===== config.mk =====
export PLATFORM = sky130hd
export DESIGN_NAME = cqe_integrand
export DESIGN_NICKNAME = d
export VERILOG_FILES = /design/src/rtl/cqe_pkg.sv /design/src/rtl/cqe_integrand.sv
export SDC_FILE = /design/constraint.sdc
export NUM_CORES = 2
export LEC_CHECK = 0
export BUFFER_PORTS_ARGS = -buffer_cell sky130_fd_sc_hd__buf_2
export CORE_ASPECT_RATIO = 1.2
export CORE_UTILIZATION = 51
export DETAILED_ROUTE_END_ITERATION = 6
export PLACE_DENSITY = 0.68
export SYNTH_ARGS = -nofsm -noshare
export SYNTH_HDL_FRONTEND = slang
export SYNTH_SLANG_ARGS = --single-unit
export TNS_END_PERCENT = 10

===== constraint.sdc =====
create_clock -name clk -period 11 [get_ports clk]
set_clock_uncertainty 0.05 [all_clocks]
set_input_delay 1.1 -clock clk [delete_from_list [all_inputs] [get_ports clk]]
set_output_delay 1.1 -clock clk [all_outputs]
set_load 0.02 [all_outputs]

===== src/rtl/cqe_pkg.sv =====
// shared types, constants and tables of the quadrature engine
`timescale 1ns / 1ps
package cqe_pkg;

    localparam int MAX_PANELS   = 4096;
    localparam int CORDIC_STEPS = 32;

    localparam logic [12:0] MAX_PANELS_W = 13'(MAX_PANELS);
    localparam logic [5:0]  LAST_STEP    = 6'(CORDIC_STEPS - 1);

    localparam logic signed [63:0] ONE_Q24     = 64'sd16777216;
    localparam logic signed [63:0] K_CIRC      = 64'sd2608131496;
    localparam logic signed [63:0] INV_K_HYP   = 64'sd5186160416;
    localparam logic signed [63:0] PI_Q32      = 64'sd13493037705;
    localparam logic signed [63:0] HALF_PI_Q32 = 64'sd6746518852;
    localparam logic signed [63:0] TWO_PI_Q32  = 64'sd26986075409;
    localparam logic signed [63:0] LN2_Q32     = 64'sd2977044472;
    localparam logic signed [63:0] OUT_MAX     = 64'sd140737488355327;
    localparam logic signed [63:0] OUT_MIN     = -64'sd140737488355328;
    localparam logic [47:0] OUT_MAX48 = 48'h7FFF_FFFF_FFFF;
    localparam logic [47:0] OUT_MIN48 = 48'h8000_0000_0000;

    // commands
    localparam logic [1:0] CMD_TRAP  = 2'd0;
    localparam logic [1:0] CMD_SIMP  = 2'd1;
    localparam logic [1:0] CMD_COTES = 2'd2;
    localparam logic [1:0] CMD_INV   = 2'd3;

    // status codes
    localparam logic [1:0] ST_OK   = 2'd0;
    localparam logic [1:0] ST_ZERO = 2'd1;
    localparam logic [1:0] ST_SAT  = 2'd2;
    localparam logic [1:0] ST_INV  = 2'd3;

    // first point of a row
    localparam logic [2:0] SP_A   = 3'd0;
    localparam logic [2:0] SP_H4  = 3'd1;
    localparam logic [2:0] SP_H2  = 3'd2;
    localparam logic [2:0] SP_3H4 = 3'd3;
    localparam logic [2:0] SP_H   = 3'd4;

    // length of a row
    localparam logic [1:0] CN_TWO = 2'd0;
    localparam logic [1:0] CN_N   = 2'd1;
    localparam logic [1:0] CN_N1  = 2'd2;

    // weights
    localparam logic [2:0] WT_1  = 3'd0;
    localparam logic [2:0] WT_2  = 3'd1;
    localparam logic [2:0] WT_4  = 3'd2;
    localparam logic [2:0] WT_7  = 3'd3;
    localparam logic [2:0] WT_12 = 3'd4;
    localparam logic [2:0] WT_14 = 3'd5;
    localparam logic [2:0] WT_32 = 3'd6;

    localparam logic [5:0] SHIFT_F   = 6'd40;
    localparam logic [5:0] SHIFT_INT = 6'd24;

    typedef struct packed {
        logic              start;
        logic signed [63:0] a;
        logic signed [63:0] b;
        logic [5:0]         shift;
    } mul_req_t;

    typedef struct packed {
        logic              done;
        logic signed [63:0] value;
    } mul_rsp_t;

    typedef struct packed {
        logic              start;
        logic signed [63:0] dividend;
        logic [12:0]        divisor;
    } div_req_t;

    typedef struct packed {
        logic              done;
        logic signed [63:0] value;
    } div_rsp_t;

    typedef struct packed {
        logic [2:0] start_sel;
        logic [1:0] cnt_sel;
        logic [2:0] wt_sel;
        logic       last;
    } row_desc_t;

    function automatic logic signed [63:0] atan_entry(input logic [5:0] i);
        logic signed [63:0] r;
        case (i)
            6'd0:  r = 64'sd3373259426;
            6'd1:  r = 64'sd1991351318;
            6'd2:  r = 64'sd1052175346;
            6'd3:  r = 64'sd534100635;
            6'd4:  r = 64'sd268086748;
            6'd5:  r = 64'sd134174063;
            6'd6:  r = 64'sd67103403;
            6'd7:  r = 64'sd33553749;
            6'd8:  r = 64'sd16777131;
            6'd9:  r = 64'sd8388597;
            6'd10: r = 64'sd4194303;
            default: r = (i <= 6'd32) ? (64'sd1 <<< (6'd32 - i)) : 64'sd0;
        endcase
        return r;
    endfunction

    function automatic logic signed [63:0] atanh_entry(input logic [5:0] i);
        logic signed [63:0] r;
        case (i)
            6'd0:  r = 64'sd0;
            6'd1:  r = 64'sd2359251925;
            6'd2:  r = 64'sd1096989674;
            6'd3:  r = 64'sd539693625;
            6'd4:  r = 64'sd268785803;
            6'd5:  r = 64'sd134261444;
            6'd6:  r = 64'sd67114326;
            6'd7:  r = 64'sd33555115;
            6'd8:  r = 64'sd16777301;
            6'd9:  r = 64'sd8388619;
            6'd10: r = 64'sd4194305;
            default: r = (i <= 6'd32) ? (64'sd1 <<< (6'd32 - i)) : 64'sd0;
        endcase
        return r;
    endfunction

    // rows of each rule, the first row being the two end points
    function automatic row_desc_t row_desc(input logic [1:0] cmd, input logic [2:0] idx);
        row_desc_t d;
        d = '{SP_A, CN_TWO, WT_1, 1'b1};
        case (cmd)
            CMD_TRAP:
            begin
                case (idx)
                    3'd0:    d = '{SP_A, CN_TWO, WT_1, 1'b0};
                    default: d = '{SP_H, CN_N1, WT_2, 1'b1};
                endcase
            end
            CMD_SIMP:
            begin
                case (idx)
                    3'd0:    d = '{SP_A, CN_TWO, WT_1, 1'b0};
                    3'd1:    d = '{SP_H, CN_N1, WT_2, 1'b0};
                    default: d = '{SP_H2, CN_N, WT_4, 1'b1};
                endcase
            end
            default:
            begin
                case (idx)
                    3'd0:    d = '{SP_A, CN_TWO, WT_7, 1'b0};
                    3'd1:    d = '{SP_H4, CN_N, WT_32, 1'b0};
                    3'd2:    d = '{SP_H2, CN_N, WT_12, 1'b0};
                    3'd3:    d = '{SP_3H4, CN_N, WT_32, 1'b0};
                    default: d = '{SP_H, CN_N1, WT_14, 1'b1};
                endcase
            end
        endcase
        return d;
    endfunction

    function automatic logic signed [63:0] weigh(input logic signed [63:0] s,
                                                 input logic [2:0] wt);
        logic signed [63:0] r;
        case (wt)
            WT_1:    r = s;
            WT_2:    r = s <<< 1;
            WT_4:    r = s <<< 2;
            WT_7:    r = (s <<< 3) - s;
            WT_12:   r = (s <<< 3) + (s <<< 2);
            WT_14:   r = (s <<< 4) - (s <<< 1);
            WT_32:   r = s <<< 5;
            default: r = s;
        endcase
        return r;
    endfunction

    function automatic logic [12:0] rule_div(input logic [1:0] cmd);
        logic [12:0] r;
        case (cmd)
            CMD_TRAP: r = 13'd2;
            CMD_SIMP: r = 13'd6;
            default:  r = 13'd90;
        endcase
        return r;
    endfunction

    // division by a power of two, truncating toward zero
    function automatic logic signed [63:0] tdiv_pow2(input logic signed [63:0] v,
                                                     input logic [1:0] s);
        logic signed [63:0] r;
        if (v[63])
            r = -((-v) >>> s);
        else
            r = v >>> s;
        return r;
    endfunction

endpackage


===== src/rtl/cqe_integrand.sv =====
// evaluates 1 + exp(-x) * sin(4x) on one shared cordic datapath
`timescale 1ns / 1ps
module cqe_integrand
    import cqe_pkg::*;
(
    input  logic               clk,
    input  logic               rst_n,
    input  logic               go,
    input  logic signed [63:0] x,
    output logic               f_done,
    output logic signed [63:0] f,
    output mul_req_t           mreq,
    input  mul_rsp_t           mrsp
);

    localparam logic [2:0] I_IDLE   = 3'd0;
    localparam logic [2:0] I_SRED   = 3'd1;
    localparam logic [2:0] I_ROT    = 3'd2;
    localparam logic [2:0] I_ERED   = 3'd3;
    localparam logic [2:0] I_ESHIFT = 3'd4;
    localparam logic [2:0] I_MULQ   = 3'd5;
    localparam logic [2:0] I_MULW   = 3'd6;

    logic [2:0] state_reg, state_next;
    logic signed [63:0] x_reg, x_next;
    logic signed [63:0] cx_reg, cx_next;
    logic signed [63:0] cy_reg, cy_next;
    logic signed [63:0] z_reg, z_next;
    logic signed [63:0] sin_reg, sin_next;
    logic signed [63:0] e_reg, e_next;
    logic signed [63:0] f_reg, f_next;
    logic signed [7:0]  k_reg, k_next;
    logic        hyp_reg, hyp_next;
    logic [5:0]  idx_reg, idx_next;
    logic [5:0]  rep_reg, rep_next;
    logic [5:0]  step_reg, step_next;
    logic        done_reg, done_next;

    logic signed [63:0] sx, sy, ang, rx, ry, rz, zz, zf;
    logic signed [7:0]  kc, kn;
    logic        dir;

    // one cordic micro-rotation, circular or hyperbolic
    always_comb
    begin
        sx  = cy_reg >>> idx_reg;
        sy  = cx_reg >>> idx_reg;
        ang = hyp_reg ? atanh_entry(idx_reg) : atan_entry(idx_reg);
        dir = !z_reg[63];
        rx  = (dir ^ hyp_reg) ? (cx_reg - sx) : (cx_reg + sx);
        ry  = dir ? (cy_reg + sy) : (cy_reg - sy);
        rz  = dir ? (z_reg - ang) : (z_reg + ang);
    end

    always_comb
    begin
        zz = z_reg - PI_Q32;
        if (zz > HALF_PI_Q32)
            zf = PI_Q32 - zz;
        else if (zz < -HALF_PI_Q32)
            zf = -PI_Q32 - zz;
        else
            zf = zz;
        if (k_reg > 8'sd20)
            kc = 8'sd20;
        else if (k_reg < -8'sd63)
            kc = -8'sd63;
        else
            kc = k_reg;
        kn = -kc;
    end

    always_comb
    begin
        state_next = state_reg;
        x_next     = x_reg;
        cx_next    = cx_reg;
        cy_next    = cy_reg;
        z_next     = z_reg;
        sin_next   = sin_reg;
        e_next     = e_reg;
        f_next     = f_reg;
        k_next     = k_reg;
        hyp_next   = hyp_reg;
        idx_next   = idx_reg;
        rep_next   = rep_reg;
        step_next  = step_reg;
        done_next  = 1'b0;
        case (state_reg)
            I_IDLE:
            begin
                if (go)
                begin
                    x_next     = x;
                    z_next     = (x <<< 2) + PI_Q32;
                    state_next = I_SRED;
                end
            end
            I_SRED:
            begin
                // bring 4x + pi into one turn, one add a beat
                if (z_reg >= TWO_PI_Q32)
                    z_next = z_reg - TWO_PI_Q32;
                else if (z_reg[63])
                    z_next = z_reg + TWO_PI_Q32;
                else
                begin
                    z_next     = zf;
                    cx_next    = K_CIRC;
                    cy_next    = '0;
                    hyp_next   = 1'b0;
                    idx_next   = '0;
                    step_next  = '0;
                    state_next = I_ROT;
                end
            end
            I_ROT:
            begin
                cx_next   = rx;
                cy_next   = ry;
                z_next    = rz;
                step_next = step_reg + 6'd1;
                if (hyp_reg)
                begin
                    if ((idx_reg == 6'd4 || idx_reg == 6'd13 || idx_reg == 6'd40)
                        && rep_reg != idx_reg)
                        rep_next = idx_reg;
                    else
                        idx_next = idx_reg + 6'd1;
                end
                else
                    idx_next = idx_reg + 6'd1;
                if (step_reg == LAST_STEP)
                begin
                    if (hyp_reg)
                    begin
                        e_next     = rx + ry;
                        state_next = I_ESHIFT;
                    end
                    else
                    begin
                        sin_next   = ry;
                        z_next     = -x_reg;
                        k_next     = '0;
                        state_next = I_ERED;
                    end
                end
            end
            I_ERED:
            begin
                // split -x into k*ln2 + r with r in [0, ln2)
                if (z_reg >= LN2_Q32)
                begin
                    z_next = z_reg - LN2_Q32;
                    k_next = k_reg + 8'sd1;
                end
                else if (z_reg[63])
                begin
                    z_next = z_reg + LN2_Q32;
                    k_next = k_reg - 8'sd1;
                end
                else
                begin
                    cx_next    = INV_K_HYP;
                    cy_next    = '0;
                    hyp_next   = 1'b1;
                    idx_next   = 6'd1;
                    rep_next   = '0;
                    step_next  = '0;
                    state_next = I_ROT;
                end
            end
            I_ESHIFT:
            begin
                if (kc[7])
                    e_next = e_reg >>> kn[5:0];
                else
                    e_next = e_reg <<< kc[5:0];
                state_next = I_MULQ;
            end
            I_MULQ:
            begin
                state_next = I_MULW;
            end
            I_MULW:
            begin
                if (mrsp.done)
                begin
                    f_next     = ONE_Q24 + mrsp.value;
                    done_next  = 1'b1;
                    state_next = I_IDLE;
                end
            end
            default:
            begin
                state_next = I_IDLE;
            end
        endcase
    end

    always_ff @(posedge clk or negedge rst_n)
    begin
        if (!rst_n)
        begin
            state_reg <= I_IDLE;
            done_reg  <= 1'b0;
        end
        else
        begin
            state_reg <= state_next;
            done_reg  <= done_next;
        end
    end

    always_ff @(posedge clk)
    begin
        x_reg    <= x_next;
        cx_reg   <= cx_next;
        cy_reg   <= cy_next;
        z_reg    <= z_next;
        sin_reg  <= sin_next;
        e_reg    <= e_next;
        f_reg    <= f_next;
        k_reg    <= k_next;
        hyp_reg  <= hyp_next;
        idx_reg  <= idx_next;
        rep_reg  <= rep_next;
        step_reg <= step_next;
    end

    assign mreq.start = (state_reg == I_MULQ);
    assign mreq.a     = e_reg;
    assign mreq.b     = sin_reg;
    assign mreq.shift = SHIFT_F;
    assign f_done     = done_reg;
    assign f          = f_reg;

endmodule


## Word-level counts from Yosys, hierarchy flattened

Index checks and enable logic that the tools add are counted.
Widths: inputs -> output; s select.

| word-level totals | value |
|---|---|
| output and inout port bits | 200 |
| memory bits (read-only) | 0 |
| latch bits | 0 |
| bits of input ports | 132 |
| register bits after elaboration | 479 |
| memories kept | 0 |
| bits in writable memories | 0 |

| cells by class | value |
|---|---|
| $mul | 0 |
| bitwise gates (word level) | 2 |
| div/mod/pow operators | 0 |
| order comparisons | 7 |
| reduce and logical (&&, ||, !) cells | 24 |
| mux-type cells | 67 |
| add/subtract/negate cells | 23 |
| shifts and indexed selects | 5 |
| eq/ne operators | 32 |

Operators by type and width:

| kind | number |
|---|---|
| $mux 64 | 24 |
| $pmux 64 s11 | 2 |
| $pmux 64 s3 | 2 |
| $add 64x64->64 | 4 |
| $pmux 64 s4 | 1 |
| $sshr 64x6->64 | 3 |
| $sub 64x64->64 | 3 |
| $pmux 64 s2 | 1 |
| $sub 35x64->64 const A | 2 |
| $mux 6 | 12 |
| $add 26x64->64 const A | 1 |
| $add 64x33->64 const B | 1 |
| $add 64x35->64 const B | 1 |
| $add 64x36->64 const B | 1 |
| $ge 64x33->1 const B | 1 |
| $ge 64x36->1 const B | 1 |
| $gt 64x34->1 const B | 1 |
| $lt 64x34->1 const B | 1 |
| $neg 64->64 | 1 |
| $sshl 2x6->64 const A | 1 |
| $sshl 64x6->64 | 1 |
| $sub 64x33->64 const B | 1 |
| $sub 64x35->64 const B | 1 |
| $sub 64x36->64 const B | 1 |
| 43 further kinds | 92 |

## Logic depth before layout (Yosys ltp)

| depth | value |
|---|---|
| depth after elaboration | 10 |
| depth in mapped cells | 51 |

## Worst setup path after synthesis

OpenSTA, ideal clock, no wires.

| timing path | value |
|---|---|
| path kind | reg2reg |
| start point | register idx_reg[4] |
| end point | register e_reg[60], data pin |
| arrival | 9634 ps |
| setup time | 270 ps |
| clock period less this slack | 9954 ps |
| stages on the path, launching flop included | 50 |
| buffers on the path | 11 |
| required time | 10680 ps |
| slack | 1046 ps |
| cells stage by stage | edfxtp_1 -> clkbuf_1 -> clkbuf_1 -> clkbuf_1 -> clkbuf_1 -> clkbuf_1 -> clkbuf_1 -> buf_1 -> clkbuf_1 -> clkbuf_1 -> nand2_1 -> o21ai_0 -> ha_1 -> nand2_1 -> and4b_1 -> and3_1 -> a21oi_1 -> xnor2_1 -> [... 14 more ...] -> mux2i_1 -> nand3_1 -> ha_1 -> clkbuf_1 -> nor2b_1 -> o21ai_0 -> nand2b_1 -> a21o_1 -> a21oi_1 -> nor2b_1 -> o21ai_0 -> nand2b_1 -> a21o_1 -> o41ai_1 -> o21ai_0 -> a311oi_1 -> xor2_1 -> a21oi_1 |

| between the ends | value |
|---|---|
| longest elaborated chain between the ends | 7 |
| elaborated cells between the ends (all ways) | 12 |

RTL lines:

| item | RTL line | RTL |
|---|---|---|
| from (decl) | cqe_integrand.sv:34 | `logic [5:0] idx_reg, idx_next;` |
| from (signal assigned) | cqe_integrand.sv:226 | `idx_reg <= idx_next;` |
| $sshr 64x6->64 * | cqe_integrand.sv:47 | `sy = cx_reg >>> idx_reg;` |
| $add 64x64->64 or $sub 64x64->64 (tied branches) | cqe_integrand.sv:51 | `ry = dir ? (cy_reg + sy) : (cy_reg - sy);` |
| $mux 64 * | cqe_integrand.sv:51 |  |
| named net ry[40] | cqe_integrand.sv:39 | `logic signed [63:0] sx, sy, ang, rx, ry, rz, zz, zf;` |
| $add 64x64->64 * | cqe_integrand.sv:137 | `e_next = rx + ry;` |
| $mux 64 * | cqe_integrand.sv:135 | `if (hyp_reg)` |
| $mux 64 * | cqe_integrand.sv:133 | `if (step_reg == LAST_STEP)` |
| $pmux 64 s2 * | cqe_integrand.sv:89 | `case (state_reg)` |
| named net e_next[60] | cqe_integrand.sv:30 | `logic signed [63:0] e_reg, e_next;` |
| to (signal assigned) | cqe_integrand.sv:222 | `e_reg <= e_next;` |
| to (decl) | cqe_integrand.sv:30 |  |

The timed path passes the listed nets; every way through them passes the cells marked *. The select of a mux whose other input is x is not followed.
A chain may end at the register's enable or synchronous reset.

## Final worst setup path

| timing path | value |
|---|---|
| start point | register idx_reg[1] |
| end point | register e_reg[57], data pin |

| between the ends | value |
|---|---|
| longest elaborated chain between the ends | 7 |
| elaborated cells between the ends (all ways) | 12 |

RTL lines:

| item | RTL line | RTL |
|---|---|---|
| $sshr 64x6->64, on equally long branches | cqe_integrand.sv:46, cqe_integrand.sv:47 |  |
| $add 64x64->64, or another cell as far along | cqe_integrand.sv:50 | `rx = (dir ^ hyp_reg) ? (cx_reg - sx) : (cx_reg + sx);` |
| $mux 64, on equally long branches | cqe_integrand.sv:50, cqe_integrand.sv:51 |  |
| $add 64x64->64 * | cqe_integrand.sv:137 |  |
| $mux 64 * | cqe_integrand.sv:135 |  |
| $mux 64 * | cqe_integrand.sv:133 |  |
| $pmux 64 s2 * | cqe_integrand.sv:89 |  |
| named net e_next[57] | cqe_integrand.sv:30 |  |

Marks and branches as above.

==> key figures <==
Layout
  – Final Net Count: 9057
  – Finished Cell Area: 0.07532 sq mm
  – Area Overhead vs Synth: 9.704%
  – Layout Cells excl Fill: between 10000 and 15000
  – Layout cells sized above 1: 0.1407

Die
  – Die Height: a little over 400 um
  – Site Rows: ~150
  – I/O pin count: 332
  – Die span in x: between 300 and 400 um
  – Core area: ~0.13 sq mm
  – Initial core utilization: 0.5135
  – Die area: roughly 0.14 sq mm

GRT
  – Overall Global Routing Usage: 0.4761
  – Vias in the first global route: between 60000 and 70000
  – Global-route wire length before repair: 479200 um
  – Largest net degree at the start of global routing: 144
  – Overflow after GRT: 0
  – Initial antenna violation count: 18

Route
  – Via density: 7.158
  – DR iter-0 viols: between 10000 and 15000
  – Post-DR wirelength/cell: ~32 um
  – Via count: between 70000 and 80000
  – Antenna-violating nets left: 0
  – DRC Markers: 14
  – Final WL: around 340000 um
  – DRT Pass-1 Iters: 7

Logic synthesis
  – Cell Area, Synth: just under 0.07 sq mm
  – Synthesized area per cell: ~8.1 sq um
  – Synth Instances: about 8500
  – Share of the synthesized area in the top cell type: 0.2077
  – Largest cells by area after synthesis: edfxtp_1 21%, mux2i_1 8.0%, mux4_2 5.8%
  – Post-synth top flop: edfxtp_1
  – Post-synth ARST share: 0.008351
  – Most frequent cells after synthesis: 776 x nand2_1, 726 x a21oi_1, 705 x nor2_1, 552 x mux2i_1, 475 x edfxtp_1
  – Yosys cell types: around 110
  – Yosys top cell by area: edfxtp_1
  – Most frequent cell after synthesis: nand2_1
  – Synth Register Bits: approximately 480
  – Number of synthesized flops with an enable pin: 475
  – Sequential area share after synthesis: 0.2092
  – Synth warnings: 0

Placement
  – I/O Buffers: 325
  – Dpl hpwl: roughly 260000 um
  – Placed cell count: just over 10000
  – Routability Congestion: between 1 and 1.5
  – DP Area: roughly 0.073 sq mm

STA
  – Setup-failing EPs final: 0
  – Slew @ Worst Pin: 1.482 ns
  – Final Hold Vio Count: 0
  – Maximum clock frequency: between 0.09 and 0.1 GHz
  – Final TNS setup: 0 ns
  – Slew Limit Fails: 0
  – Relative slew slack: 0.01173
  – Final period utilization: 0.9645
  – Final Hold Slack: between 0.1 and 0.15 ns
  – Crit path time final: around 11 ns

Critical path
  – Worst Path Arrival: roughly 11 ns
  – Critical Path Start: idx_reg[1]
  – Reg-to-Reg Start: idx_reg[1]
  – Reg2reg end: e_reg[57]
  – Worst path slowest cell: or4b_1
  – Crit-path max FO: between 40 and 50
  – Startpoint types: flop
  – CP Capture Type: flop
  – CP Data Required Time: 11.40 ns
  – Max incr delay on CP: approximately 0.67 ns
  – CP endpoint: e_reg[57]
  – Flop2flop setup slack: roughly 0.39 ns
  – Worst setup path class: flop to flop
  – Worst-case reg-to-reg path depth: 36

Clocking
  – Clk slew on worst S/H paths: 0.06 ns
  – CTS sink cnt: 479
  – Worst skew pair latency: approximately 0.75 ns
  – Root Buffer: clkbuf_16
  – CTS Buf Count: between 50 and 60
  – Htree depth: 2
  – CTS max path bufs: 3
  – CTS tree: done

Run
  – Maximum capacitance violations: 1

Status
  – Failing checks: design-rule violations, max-capacitance violations
  – Outcome: finished with violations

Min path
  – Worst hold path class: input pin to asynchronous set/reset pin
## layout make-up
type | instances | area, sq um
antenna | 12 | 30.03
clock buffer | 70 | 1538
clock inverter | 41 | 484.2
fill | 12428 | 58390
inverter | 187 | 710.7
multi-input combinational | 7232 | 51450
sequential | 479 | 14360
tap | 1788 | 2237
timing repair buffer | 678 | 4508
## metal layers
layer / up-vias / track usage / wire length, um / part of all wire
li1: 32447 / - / - / -
met1: 35624 / 0.5400 / 114700 / 0.34
met2: 5435 / 0.7479 / 150100 / 0.45
met3: 1544 / 0.1100 / 35650 / 0.11
met4: 18 / 0.4221 / 36380 / 0.11
met5: - / 0 / 124 / 0.00037
## logic make-up (layout without fill, tap and decap cells)
logic type	after synthesis	in the layout	share of synthesized area
XOR/XNOR	696	696	0.08909
adder cells (fa/ha/maj)	290	290	0.05332
flip-flops	479	479	0.2092
buffers and inverters	792	976	0.04656
multiplexers	843	843	0.1573
other	2	18	0.0001094
AO/OA/AOI/OAI	2585	2585	0.2459
AND/OR/NAND/NOR	2812	2812	0.1985
## critical path: cells and delay by family (launching register included)
kind / cells / cell delay, ns
AOI/OAI and AO/OA: 15 / 3.52
xor gates and xnor gates: 3 / 0.43
adders and majority gates: 2 / 0.77
muxes: 2 / 0.82
buffers and inverters: 3 / 0.62
DFF: 1 / 0.41
and+or+nand+nor: 11 / 3.65
## worst min path at each step
stage | startpoint | to | slack (ns)
2_1_floorplan | step_reg[5] | step_reg[5] | 0.52
6_report | rst_n | f_done | 0.15
4_1_cts | rst_n | state_reg[2] | 0.14
3_5_place_dp | step_reg[0] | step_reg[0] | 0.57
3_3_place_gp | step_reg[5] | step_reg[5] | 0.55
5_1_grt | rst_n | f_done | 0.15
## cells in the final DEF, fill, tap and decap left out, types with 132 or more instances in the layout
master | Yosys | routed
nand3_1 | 254 | 254
xor2_1 | 265 | 264
xnor2_1 | 429 | 424
nor2_1 | 705 | 697
a21o_1 | 220 | 219
edfxtp_1 | 475 | 475
inv_1 | 174 | 171
mux2i_1 | 552 | 551
o21ai_0 | 455 | 449
buf_4 | 24 | 334
and2_1 | 157 | 156
nand2_1 | 776 | 770
mux4_2 | 177 | 177
ha_1 | 283 | 283
nor3_1 | 204 | 201
a211oi_1 | 135 | 132
a21oi_1 | 726 | 723
buf_2 | 65 | 325
## what timing repair did
item,CTS,global route
setup buffers,0,8
endpoints found under the setup margin,0,16
resized for setup,0,22
hold buffers,0,0
## through the flow
step | setup slack, ns | util
2_1_floorplan | 1.046 | -
6_report | 0.3907 | 0.5633
3_3_place_gp | 0.5144 | 0.5467
4_1_cts | 0.3116 | 0.5619
3_5_place_dp | 0.3487 | 0.5468
5_1_grt | -0.02097 | 0.5631
Power is not shown: default switching activity piles up to over one toggle a cycle in this logic, so the estimate is an artifact.
