===== config.mk =====
export PLATFORM = sky130hd
export DESIGN_NAME = cqe_div
export DESIGN_NICKNAME = d
export VERILOG_FILES = /design/src/rtl/cqe_pkg.sv /design/src/rtl/cqe_div.sv
export SDC_FILE = /design/constraint.sdc
export NUM_CORES = 1
export LEC_CHECK = 0
export ABC_AREA = 1
export CORE_UTILIZATION = 41
export DETAILED_ROUTE_END_ITERATION = 6
export DONT_BUFFER_PORTS = 1
export PLACE_DENSITY_LB_ADDON = 0.08
export SYNTH_ARGS = -nofsm -noshare
export SYNTH_HDL_FRONTEND = slang
export SYNTH_SLANG_ARGS = --single-unit

===== constraint.sdc =====
create_clock -name clk -period 6.95 [get_ports clk]
set_input_delay 1.39 -clock clk [delete_from_list [all_inputs] [get_ports clk]]
set_output_delay 1.39 -clock clk [all_outputs]
set_load 0.01 [all_outputs]

===== src/rtl/cqe_pkg.sv =====
// shared types, constants and tables of the quadrature engine
`timescale 1ns / 1ps
package cqe_pkg;

    localparam int MAX_PANELS   = 4096;
    localparam int CORDIC_STEPS = 32;

    localparam logic [12:0] MAX_PANELS_W = 13'(MAX_PANELS);
    localparam logic [5:0]  LAST_STEP    = 6'(CORDIC_STEPS - 1);

    localparam logic signed [63:0] ONE_Q24     = 64'sd16777216;
    localparam logic signed [63:0] K_CIRC      = 64'sd2608131496;
    localparam logic signed [63:0] INV_K_HYP   = 64'sd5186160416;
    localparam logic signed [63:0] PI_Q32      = 64'sd13493037705;
    localparam logic signed [63:0] HALF_PI_Q32 = 64'sd6746518852;
    localparam logic signed [63:0] TWO_PI_Q32  = 64'sd26986075409;
    localparam logic signed [63:0] LN2_Q32     = 64'sd2977044472;
    localparam logic signed [63:0] OUT_MAX     = 64'sd140737488355327;
    localparam logic signed [63:0] OUT_MIN     = -64'sd140737488355328;
    localparam logic [47:0] OUT_MAX48 = 48'h7FFF_FFFF_FFFF;
    localparam logic [47:0] OUT_MIN48 = 48'h8000_0000_0000;

    // commands
    localparam logic [1:0] CMD_TRAP  = 2'd0;
    localparam logic [1:0] CMD_SIMP  = 2'd1;
    localparam logic [1:0] CMD_COTES = 2'd2;
    localparam logic [1:0] CMD_INV   = 2'd3;

    // status codes
    localparam logic [1:0] ST_OK   = 2'd0;
    localparam logic [1:0] ST_ZERO = 2'd1;
    localparam logic [1:0] ST_SAT  = 2'd2;
    localparam logic [1:0] ST_INV  = 2'd3;

    // first point of a row
    localparam logic [2:0] SP_A   = 3'd0;
    localparam logic [2:0] SP_H4  = 3'd1;
    localparam logic [2:0] SP_H2  = 3'd2;
    localparam logic [2:0] SP_3H4 = 3'd3;
    localparam logic [2:0] SP_H   = 3'd4;

    // length of a row
    localparam logic [1:0] CN_TWO = 2'd0;
    localparam logic [1:0] CN_N   = 2'd1;
    localparam logic [1:0] CN_N1  = 2'd2;

    // weights
    localparam logic [2:0] WT_1  = 3'd0;
    localparam logic [2:0] WT_2  = 3'd1;
    localparam logic [2:0] WT_4  = 3'd2;
    localparam logic [2:0] WT_7  = 3'd3;
    localparam logic [2:0] WT_12 = 3'd4;
    localparam logic [2:0] WT_14 = 3'd5;
    localparam logic [2:0] WT_32 = 3'd6;

    localparam logic [5:0] SHIFT_F   = 6'd40;
    localparam logic [5:0] SHIFT_INT = 6'd24;

    typedef struct packed {
        logic              start;
        logic signed [63:0] a;
        logic signed [63:0] b;
        logic [5:0]         shift;
    } mul_req_t;

    typedef struct packed {
        logic              done;
        logic signed [63:0] value;
    } mul_rsp_t;

    typedef struct packed {
        logic              start;
        logic signed [63:0] dividend;
        logic [12:0]        divisor;
    } div_req_t;

    typedef struct packed {
        logic              done;
        logic signed [63:0] value;
    } div_rsp_t;

    typedef struct packed {
        logic [2:0] start_sel;
        logic [1:0] cnt_sel;
        logic [2:0] wt_sel;
        logic       last;
    } row_desc_t;

    function automatic logic signed [63:0] atan_entry(input logic [5:0] i);
        logic signed [63:0] r;
        case (i)
            6'd0:  r = 64'sd3373259426;
            6'd1:  r = 64'sd1991351318;
            6'd2:  r = 64'sd1052175346;
            6'd3:  r = 64'sd534100635;
            6'd4:  r = 64'sd268086748;
            6'd5:  r = 64'sd134174063;
            6'd6:  r = 64'sd67103403;
            6'd7:  r = 64'sd33553749;
            6'd8:  r = 64'sd16777131;
            6'd9:  r = 64'sd8388597;
            6'd10: r = 64'sd4194303;
            default: r = (i <= 6'd32) ? (64'sd1 <<< (6'd32 - i)) : 64'sd0;
        endcase
        return r;
    endfunction

    function automatic logic signed [63:0] atanh_entry(input logic [5:0] i);
        logic signed [63:0] r;
        case (i)
            6'd0:  r = 64'sd0;
            6'd1:  r = 64'sd2359251925;
            6'd2:  r = 64'sd1096989674;
            6'd3:  r = 64'sd539693625;
            6'd4:  r = 64'sd268785803;
            6'd5:  r = 64'sd134261444;
            6'd6:  r = 64'sd67114326;
            6'd7:  r = 64'sd33555115;
            6'd8:  r = 64'sd16777301;
            6'd9:  r = 64'sd8388619;
            6'd10: r = 64'sd4194305;
            default: r = (i <= 6'd32) ? (64'sd1 <<< (6'd32 - i)) : 64'sd0;
        endcase
        return r;
    endfunction

    // rows of each rule, the first row being the two end points
    function automatic row_desc_t row_desc(input logic [1:0] cmd, input logic [2:0] idx);
        row_desc_t d;
        d = '{SP_A, CN_TWO, WT_1, 1'b1};
        case (cmd)
            CMD_TRAP:
            begin
                case (idx)
                    3'd0:    d = '{SP_A, CN_TWO, WT_1, 1'b0};
                    default: d = '{SP_H, CN_N1, WT_2, 1'b1};
                endcase
            end
            CMD_SIMP:
            begin
                case (idx)
                    3'd0:    d = '{SP_A, CN_TWO, WT_1, 1'b0};
                    3'd1:    d = '{SP_H, CN_N1, WT_2, 1'b0};
                    default: d = '{SP_H2, CN_N, WT_4, 1'b1};
                endcase
            end
            default:
            begin
                case (idx)
                    3'd0:    d = '{SP_A, CN_TWO, WT_7, 1'b0};
                    3'd1:    d = '{SP_H4, CN_N, WT_32, 1'b0};
                    3'd2:    d = '{SP_H2, CN_N, WT_12, 1'b0};
                    3'd3:    d = '{SP_3H4, CN_N, WT_32, 1'b0};
                    default: d = '{SP_H, CN_N1, WT_14, 1'b1};
                endcase
            end
        endcase
        return d;
    endfunction

    function automatic logic signed [63:0] weigh(input logic signed [63:0] s,
                                                 input logic [2:0] wt);
        logic signed [63:0] r;
        case (wt)
            WT_1:    r = s;
            WT_2:    r = s <<< 1;
            WT_4:    r = s <<< 2;
            WT_7:    r = (s <<< 3) - s;
            WT_12:   r = (s <<< 3) + (s <<< 2);
            WT_14:   r = (s <<< 4) - (s <<< 1);
            WT_32:   r = s <<< 5;
            default: r = s;
        endcase
        return r;
    endfunction

    function automatic logic [12:0] rule_div(input logic [1:0] cmd);
        logic [12:0] r;
        case (cmd)
            CMD_TRAP: r = 13'd2;
            CMD_SIMP: r = 13'd6;
            default:  r = 13'd90;
        endcase
        return r;
    endfunction

    // division by a power of two, truncating toward zero
    function automatic logic signed [63:0] tdiv_pow2(input logic signed [63:0] v,
                                                     input logic [1:0] s);
        logic signed [63:0] r;
        if (v[63])
            r = -((-v) >>> s);
        else
            r = v >>> s;
        return r;
    endfunction

endpackage


===== src/rtl/cqe_div.sv =====
// sequential restoring divider, quotient truncated toward zero
`timescale 1ns / 1ps
module cqe_div
    import cqe_pkg::*;
(
    input  logic     clk,
    input  logic     rst_n,
    input  div_req_t req,
    output div_rsp_t rsp
);

    localparam logic [1:0] D_IDLE = 2'd0;
    localparam logic [1:0] D_RUN  = 2'd1;
    localparam logic [1:0] D_FIN  = 2'd2;

    logic [1:0]  state_reg, state_next;
    logic [5:0]  cnt_reg, cnt_next;
    logic [63:0] q_reg, q_next;
    logic [12:0] rem_reg, rem_next;
    logic [12:0] dvs_reg, dvs_next;
    logic        neg_reg, neg_next;
    logic        done_reg, done_next;
    logic signed [63:0] val_reg, val_next;

    logic [13:0] rem_s;
    logic [13:0] rem_d;
    logic        fits;

    always_comb
    begin
        rem_s = {rem_reg, q_reg[63]};
        fits  = rem_s >= {1'b0, dvs_reg};
        rem_d = rem_s - {1'b0, dvs_reg};
    end

    always_comb
    begin
        state_next = state_reg;
        cnt_next   = cnt_reg;
        q_next     = q_reg;
        rem_next   = rem_reg;
        dvs_next   = dvs_reg;
        neg_next   = neg_reg;
        done_next  = 1'b0;
        val_next   = val_reg;
        case (state_reg)
            D_IDLE:
            begin
                if (req.start)
                begin
                    q_next     = req.dividend[63] ? 64'(-req.dividend) : 64'(req.dividend);
                    neg_next   = req.dividend[63];
                    dvs_next   = req.divisor;
                    rem_next   = '0;
                    cnt_next   = '0;
                    state_next = D_RUN;
                end
            end
            D_RUN:
            begin
                // remainder stays below the divisor, so 13 bits hold it
                rem_next = fits ? rem_d[12:0] : rem_s[12:0];
                q_next   = {q_reg[62:0], fits};
                cnt_next = cnt_reg + 6'd1;
                if (cnt_reg == 6'd63)
                    state_next = D_FIN;
            end
            D_FIN:
            begin
                val_next   = neg_reg ? -$signed(q_reg) : $signed(q_reg);
                done_next  = 1'b1;
                state_next = D_IDLE;
            end
            default:
            begin
                state_next = D_IDLE;
            end
        endcase
    end

    always_ff @(posedge clk or negedge rst_n)
    begin
        if (!rst_n)
        begin
            state_reg <= D_IDLE;
            done_reg  <= 1'b0;
        end
        else
        begin
            state_reg <= state_next;
            done_reg  <= done_next;
        end
    end

    always_ff @(posedge clk)
    begin
        cnt_reg <= cnt_next;
        q_reg   <= q_next;
        rem_reg <= rem_next;
        dvs_reg <= dvs_next;
        neg_reg <= neg_next;
        val_reg <= val_next;
    end

    assign rsp.done  = done_reg;
    assign rsp.value = val_reg;

endmodule


== Yosys cells after proc, flatten, opt, wreduce, memory -nomap -nowiden ==
Index checks and enable logic that the tools add are counted.

* Bits in registers: 164
* Latch bits: 0
* Bits in writable memories: 0
* ROM bits: 0
* Output and inout bits: 65
* Memories: 0

* Add/sub/neg operators: 4
* $mul: 0
* Div/mod/pow operators: 0
* Order comparisons: 1
* Eq/ne operators: 5
* Shifts and indexed selects: 0
* Multiplexer cells: 13
* Bitwise operators: 0
* Reduce and logical (&&, ||, !) cells: 5

{| class="wikitable"
|+ Operators by type and width
! cell !! number
|-
| two-way mux 64 bit || 3
|-
| negation 64 bit || 2
|-
| one-hot mux 64 bit (2 select lines) || 1
|-
| two-way mux 13 bit || 2
|-
| one-hot mux 13 bit (2 select lines) || 1
|-
| greater-or-equal comparator 14 x 13 -> 1 bit || 1
|-
| subtractor 13 bit || 1
|-
| one-hot mux 6 bit (2 select lines) || 1
|-
| adder 6 x 1 -> 6 bit, second input constant || 1
|-
| == test 6 bit, second input constant || 1
|-
| two-way mux 6 bit || 1
|-
| AND reduction 2 bit || 3
|-
| two-way mux 2 bit || 2
|-
| != test 2 bit, second input constant || 2
|-
| one-hot mux 2 bit (2 select lines) || 1
|-
| == test 2 x 1 -> 1 bit, second input constant || 1
|-
| == test 2 bit, second input constant || 1
|-
| zero test 2 bit || 1
|-
| nonzero test 2 bit || 1
|-
| two-way mux 1 bit || 1
|}

== Logic depth before layout (Yosys ltp) ==
Gate-level depths: netlist of the first run.

* Depth after elaboration: 4
* Gate-level depth with buffers: 13

== Worst setup path before layout of the first run ==
Ideal clock, no wire load.

* Kind: in2reg
* Start: input req[77] (netlist name)
* End: register cnt_reg[0] (enable)
* Setup time: 0.444 ns
* Arrival time: 4.424 ns
* Setup slack: 2.082 ns
* Stages on the path: 4
* Buffers on the path: 0
* Cells stage by stage: inv_1 > nor3_1 > inv_1 > nand2_1

* Word-level cells in the longest chain between the ends: 2

{| class="wikitable"
|+ Ends and longest elaborated chain
! item !! line !! text
|-
| start, declared || cqe_div.sv:8 || <nowiki>input div_req_t req,</nowiki>
|-
| != test 2 bit (no line) || -- ||
|-
| AND reduction 2 bit (no line) || -- ||
|-
| end signal, assigned || cqe_div.sv:97 || <nowiki>cnt_reg <= cnt_next;</nowiki>
|-
| end, declared || cqe_div.sv:17 || <nowiki>logic [5:0] cnt_reg, cnt_next;</nowiki>
|}

No other way between the ends.
A chain may end at the register's enable or synchronous reset.

== Final worst setup path of the first run ==
* Start: register state_reg[0]
* End: register q_reg[63], data pin

* Word-level cells in the longest chain between the ends: 2
* Elaborated cells on any way between the ends: 3
* Those cells by class: 1 x eq/ne; 1 x mux; 1 x reduce/logical

{| class="wikitable"
|+ Ends and longest elaborated chain
! item !! line !! text
|-
| start, declared || cqe_div.sv:16 || <nowiki>logic [1:0] state_reg, state_next;</nowiki>
|-
| start signal, assigned || cqe_div.sv:90 || <nowiki>state_reg <= state_next;</nowiki>
|-
| == test 2 x 1 -> 1 bit or zero test 2 bit (tied branches) || cqe_div.sv:46 || <nowiki>case (state_reg)</nowiki>
|-
| one-hot mux 64 bit (2 select lines) * || cqe_div.sv:46 ||
|-
| named net q_next[63] || cqe_div.sv:18 || <nowiki>logic [63:0] q_reg, q_next;</nowiki>
|-
| end signal, assigned || cqe_div.sv:98 || <nowiki>q_reg <= q_next;</nowiki>
|-
| end, declared || cqe_div.sv:18 ||
|}

Mark *: on every way through the listed nets, which the timed path passes. The rest lies on a longest branch.

==> reports/qor.csv, run 1 <==
metric;value;unit
crit_slowest_cell;buf_4;
drc_errors;0;
maxUsedRoutingLayer;met4;
yosysWarningCount;0;
grt_pass1_wl;51930;um
start_util;41.85;%
finalHoldViolCount;0;
syn-cell-area;0.01131;mm^2
netlist_instances;1494;
cts_sinks;164;
comb_power_share;26.0;%
p_sw_share;36.51;%
drv_slew;0;
io_buffers;0;
fin_area;0.01224;mm^2
status;finished clean;
maxCapViolCount;0;
core;0.02703;mm^2
hp-start;q_reg[0];
dr_total_vias;9695;
synth_top_cell_by_area;edfxtp_1;
intPower;2.100;mW
rsz0062_at_grt;no;
cts_root_buf;clkbuf_16;
rows;60;
cts.repair.resized;0;
p_leak;5.140;nW
worst_slew_pin_slew;1.100;ns
clk_pin_slew;0.08;ns
drt-met1-wl;16950;um
drt_first_pass_iters;5;
area_growth;8.242;%
final_cell_mix;nand2_1 (442), nor2_1 (221), edfxtp_1 (161);
cts-hold-fix-buffers;0;
setup_slack;4.134;ns
dpl.cell_count;1809;
clk_latency;0.43;ns
arrival;3.06;ns
synth_top_area_share;42.75;%
place.gp.congestion;0.9250;
syn_nets;1591;
r2r_slack;4.13;ns
required;7.19;ns
cts_max_level;4;
syn_area_per_cell;7.570;um^2
final_layout_size_suffix_gt1_share;7.933;%
dr_wl_met3;2747;um
slew_headroom;26.65;%
p_seq_share;44.9;%
die_y;168.1;um
power_density;270.2;mW/mm^2
slowest_delay;0.64;ns
placed_cell_area;0.01164;mm^2
met2_length;13230;um
hold_path_depth;0;
reg2regPathDepth;9;
wl;33430;um
finalNonFillerCells;1841;
track_usage;24.35;%
ant_nets;0;
viasPerCell;5.266;
critPathMostFrequentCell;buf_4;
finalSetupViolCount;0;
end_kind;flip-flop;
p_clk_share;29.1;%
ys_ff_latch;164;
fill_cells;2790;
switching_power;1.208;mW
finClkSkew;0.01481;ns
grt_max_degree;84;
place_ws;3.958;ns
hold_path_end;val_reg[0];
start_kind;flip-flop;
crit_path_max_fanout;79;
hold_class;flip-flop to flip-flop;
r2r_start;state_reg[0];
reg2reg_to;q_reg[63];
cts_setup_buffers;0;
grt_pass1_vias;9073;
dp_hpwl;26260;um
wire_per_inst;18.16;um
synth.area.top_cells;edfxtp_1 (43%), nand2_1 (15%), nor2_1 (7.4%), nand3_1 (6.1%), inv_1 (5.2%);
die_area;0.02825;mm^2
io_pins;145;
crit_path_cell_trace;inv_1, nor2_4, buf_4, inv_2, buf_4, nand3_1, nor4_1, nand2_1, o22ai_1;
totalNegativeSetupSlack;0;ns
num_antenna_cells;0;
cts_buffer_depth;2;
ys_seq_area_share;43.41;%
cts_tree;yes;
final_common_cell;nand2_1;
vdd_ir_drop_max;0.2061;mV
path_class;flip-flop to flip-flop;
fin_nets;1584;
fmax;0.3551;GHz
cts_buffers;17;
drtIter0Drc;799;
overflow;0;
post-route-min-period;2.816;ns
synth_cell_types;44;
fin_crit_sh;40.52;%
die_x;168.1;um
antenna_found_initial;0;
critical path: cells and delay by family (launching register included):
kind	cells	cell delay, ns
buffers and inverters	4	1.29
and+or+nand+nor	4	0.64
DFF	1	0.44
AOI/OAI and AO/OA	1	0.20
metrics by stage:
step           util [%]  hold WS (ns)  power [mW]
2_1_floorplan         -        0.4264       2.097
5_1_grt           45.30        0.5088       3.514
4_1_cts           45.30        0.4799       3.316
3_3_place_gp      43.07        0.4620       2.343
6_report          45.30        0.4872       3.308
3_5_place_dp      43.07        0.4548       2.354
kinds of logic after synthesis:
| group | synth area share, % |
|---|---|
| and+or+nand+nor | 35.90 |
| buffers and inverters | 7.003 |
| DFF | 43.41 |
| AOI/OAI and AO/OA | 6.494 |
| xor gates and xnor gates | 5.244 |
| adders and majority gates | 1.947 |
synth_stat cells, drive strengths merged:
cell / n
a21oi: 23
o211ai: 2
buf: 21
edfxtp: 161
or2: 1
nor4: 1
xor2: 54
o21bai: 3
nand4: 43
xnor2: 12
nand2: 466
dfrtp: 3
o21ai: 94
ha: 16
o22ai: 1
nor2: 249
nand3: 143
a31oi: 3
a21o: 1
and2: 1
nor3: 10
clkbuf: 11
fa: 1
a21boi: 1
inv: 167
nand3b: 6
routing by layer:
metal / up-vias / GRT usage, %
met5: - / 0
met4: 0 / 5.929
met3: 26 / 5.524
met2: 374 / 34.02
met1: 4402 / 37.51
li1: 4893 / -
area by class of cell:
class / instances / area (um^2) / area share (%)
Multi-Input combinational cell: 1131 / 5633 / 46.01
Timing Repair Buffer: 6 / 45.04 / 0.3679
Sequential cell: 164 / 4910 / 40.11
Inverter: 167 / 626.9 / 5.121
Clock inverter: 15 / 175.2 / 1.431
Tap cell: 341 / 426.7 / 3.485
Clock buffer: 17 / 425.4 / 3.475
worst max path at each step:
stage | from | end | slack (ns) | depth (start not counted)
floorplan | req[77] | cnt_reg[0] | 2.08 | 4
global placement | req[77] | q_reg[57] | 3.95 | 5
CTS | state_reg[0] | q_reg[63] | 4.12 | 9
detailed placement | req[77] | q_reg[61] | 3.96 | 5
finish | state_reg[0] | q_reg[63] | 4.13 | 9
global route | state_reg[0] | q_reg[63] | 3.95 | 9
power by group through the flow:
stage          Sequential [mW]  Clock (mW)  Combinational (mW)
5_1_grt                   1.51        1.02               0.988
3_3_place_gp              1.50           0               0.845
2_1_floorplan             1.43           0               0.671
3_5_place_dp              1.50           0               0.852
6_report                  1.49       0.962               0.860
4_1_cts                   1.48       0.979               0.856
No activity file was read; power rests on OpenSTA's default activity.
==> run 2, diff against run 1 <==
ABC_AREA = 0   (was 1)
clock period = 2.7 ns   (was 6.95 ns; I/O delays follow)
==> reports/qor.csv, run 2 <==
metric;value;unit
rsz0062_at_grt;yes;
setup_slack;-0.1466;ns
die_x;153.3;um
start_kind;flip-flop;
start_util;42.34;%
area_growth;18.09;%
holdWs;0.2079;ns
synth_top_cell_by_area;edfxtp_1;
die_y;153.3;um
cts_sinks;164;
grt_max_degree;75;
drt_first_pass_iters;5;
wl;23060;um
place.gp.congestion;0.8671;
final_common_cell;edfxtp_1;
num_antenna_cells;0;
grt_pass1_wl;36590;um
ant_nets;0;
syn-cell-area;0.009384;mm^2
clk_pin_slew;0.06;ns
dp_hpwl;16970;um
arrival;3.01;ns
finalSetupViolCount;14;
fin_crit_sh;105.4;%
syn_area_per_cell;10.77;um^2
cts_root_buf;clkbuf_16;
antenna_found_initial;0;
synth-edff-count;161;
viasPerCell;5.577;
io_pins;145;
clk_latency;0.43;ns
totalNegativeSetupSlack;-0.8293;ns
synthFlopType;edfxtp_1;
synth_top_area_share;51.52;%
crit_path_max_fanout;3;
end_kind;flip-flop;
finalNonFillerCells;1232;
intPower;7.270;mW
drc_errors;0;
fmax;0.3513;GHz
required;2.87;ns
path_class;flip-flop to flip-flop;
power_density;973.9;mW/mm^2
fin_nets;1036;
cts_max_level;4;
status;complete, but fails checks;
p_seq_share;42.8;%
synth.area.top_cells;edfxtp_1 (52%), xnor2_1 (6.5%), xor2_1 (5.9%), o21ai_0 (5.0%), nand2_1 (3.9%);
cts_buffers;17;
netlist_instances;871;
dpl.cell_count;1197;
synth_common_cells;edfxtp_1 (161), nand2_1 (97), o21ai_0 (93);
maxCapViolCount;0;
synthArstFlopShare;1.829;%
hold_class;primary input to flip-flop;
io_buffers;0;
p_leak;3.958;nW
dr_total_vias;6871;
worst_slew_pin_slew;0.7843;ns
p_sw_share;32.64;%
drv_slew;0;
grt_pass1_vias;6644;
rows;54;
slew_headroom;47.71;%
final_layout_size_suffix_gt1_share;17.02;%
place_ws;-0.2727;ns
finClkSkew;0.008236;ns
synth_cell_types;61;
vdd_ir_drop_max;0.4476;mV
track_usage;20.13;%
violations;setup timing;
wire_per_inst;18.72;um
switching_power;3.523;mW
p_clk_share;23.8;%
final_cell_mix;edfxtp_1 (161), nand2_1 (96), o21ai_0 (92);
overflow;0;
ys_seq_area_share;52.32;%
post-route-min-period;2.847;ns
finalHoldViolCount;0;
cts_tree;yes;
yosysWarningCount;0;
ys_ff_latch;164;
yosysMostFrequentCell;edfxtp_1;
total_power;10.79;mW
die_area;0.02350;mm^2
core;0.02216;mm^2
syn_nets;968;
comb_power_share;33.4;%
cts_buffer_depth;2;
drtIter0Drc;422;
run 2: changes by cell type after synthesis, moves of 36 or more:
| cell | before | now |
|---|---|---|
| nand2_1 | 443 | 97 |
| nor2_1 | 222 | 56 |
| inv_1 | 158 | 24 |
| nand3_1 | 138 | 16 |
| xnor2_1 | 12 | 70 |
| nand4_1 | 43 | 7 |
run 2: critical path, stage by stage (launching register included):
cell,delay [ns]
edfxtp_1,0.40
or4_4,0.56
or4b_4,0.53
buf_6,0.14
or3_4,0.37
or2_4,0.27
o41ai_4,0.22
xnor2_1,0.11
run 2: area by class of cell:
| class | instances | area, um^2 |
|---|---|---|
| multi-input combinational | 647 | 4429 |
| clock inverter | 10 | 145.1 |
| tap | 280 | 350.3 |
| inverter | 24 | 90.09 |
| clock buffer | 22 | 484.2 |
| timing repair buffer | 85 | 673.1 |
| sequential | 164 | 4910 |
| fill | 2061 | 11080 |
run 2: per-stage QoR:
stage / instance area, um^2 / util [%]
after floorplan: 9400 / -
after global placement: 10270 / 46.35
after detailed placement: 10270 / 46.35
after CTS: 11010 / 49.69
after global routing: 11080 / 50.01
final: 11080 / 50.01
run 2: cell families after synthesis:
family / synth area share (%)
multiplexers: 0.7600
AO/OA/AOI/OAI: 14.76
adder cells (fa/ha/maj): 2.347
flip-flops: 52.32
AND/OR/NAND/NOR: 14.95
buffers and inverters: 2.453
XOR/XNOR: 12.41
run 2: worst paths after layout:
| kind | from | end | slack, ns | depth (start not counted) |
|---|---|---|---|---|
| setup / recovery | q_reg[22] | val_reg[34] | -0.15 | 7 |
| hold / removal | req[10] | dvs_reg[10] | 0.21 | 0 |
| setup reg to reg | q_reg[22] | val_reg[34] | -0.15 | 7 |
| hold reg to reg | q_reg[0] | val_reg[0] | 0.54 | 0 |
| max in group asynchronous | rst_n | state_reg[0] | 2.20 | 1 |
| min in group asynchronous | rst_n | done_reg | 0.36 | 1 |
run 2: repair_timing:
| item | 4_1_cts | 5_1_grt |
|---|---|---|
| endpoints found under the hold margin | 3 | 0 |
| hold buffers | 1 | 0 |
| setup buffers | 1 | 1 |
| resized for setup | 15 | 11 |
| pin swaps | 4 | 6 |
| setup endpoints to repair | 18 | 37 |
run 2: power groups by stage:
stage | logic [mW] | registers, mW | clock network, mW
2_1_floorplan | 2.33 | 4.60 | 0
4_1_cts | 3.59 | 4.61 | 2.63
3_5_place_dp | 3.53 | 4.64 | 0
3_3_place_gp | 3.47 | 4.61 | 0
6_report | 3.60 | 4.62 | 2.57
5_1_grt | 4.07 | 4.72 | 2.73
run 2: routing by layer:
metal | share of wire, % | up-vias | GRT usage [%]
met4 | 2.1 | 0 | 7.071
met3 | 5.2 | 29 | 4.423
met2 | 48 | 177 | 33.25
met5 | 0 | - | 0
li1 | - | 3383 | -
met1 | 45 | 3282 | 25.98
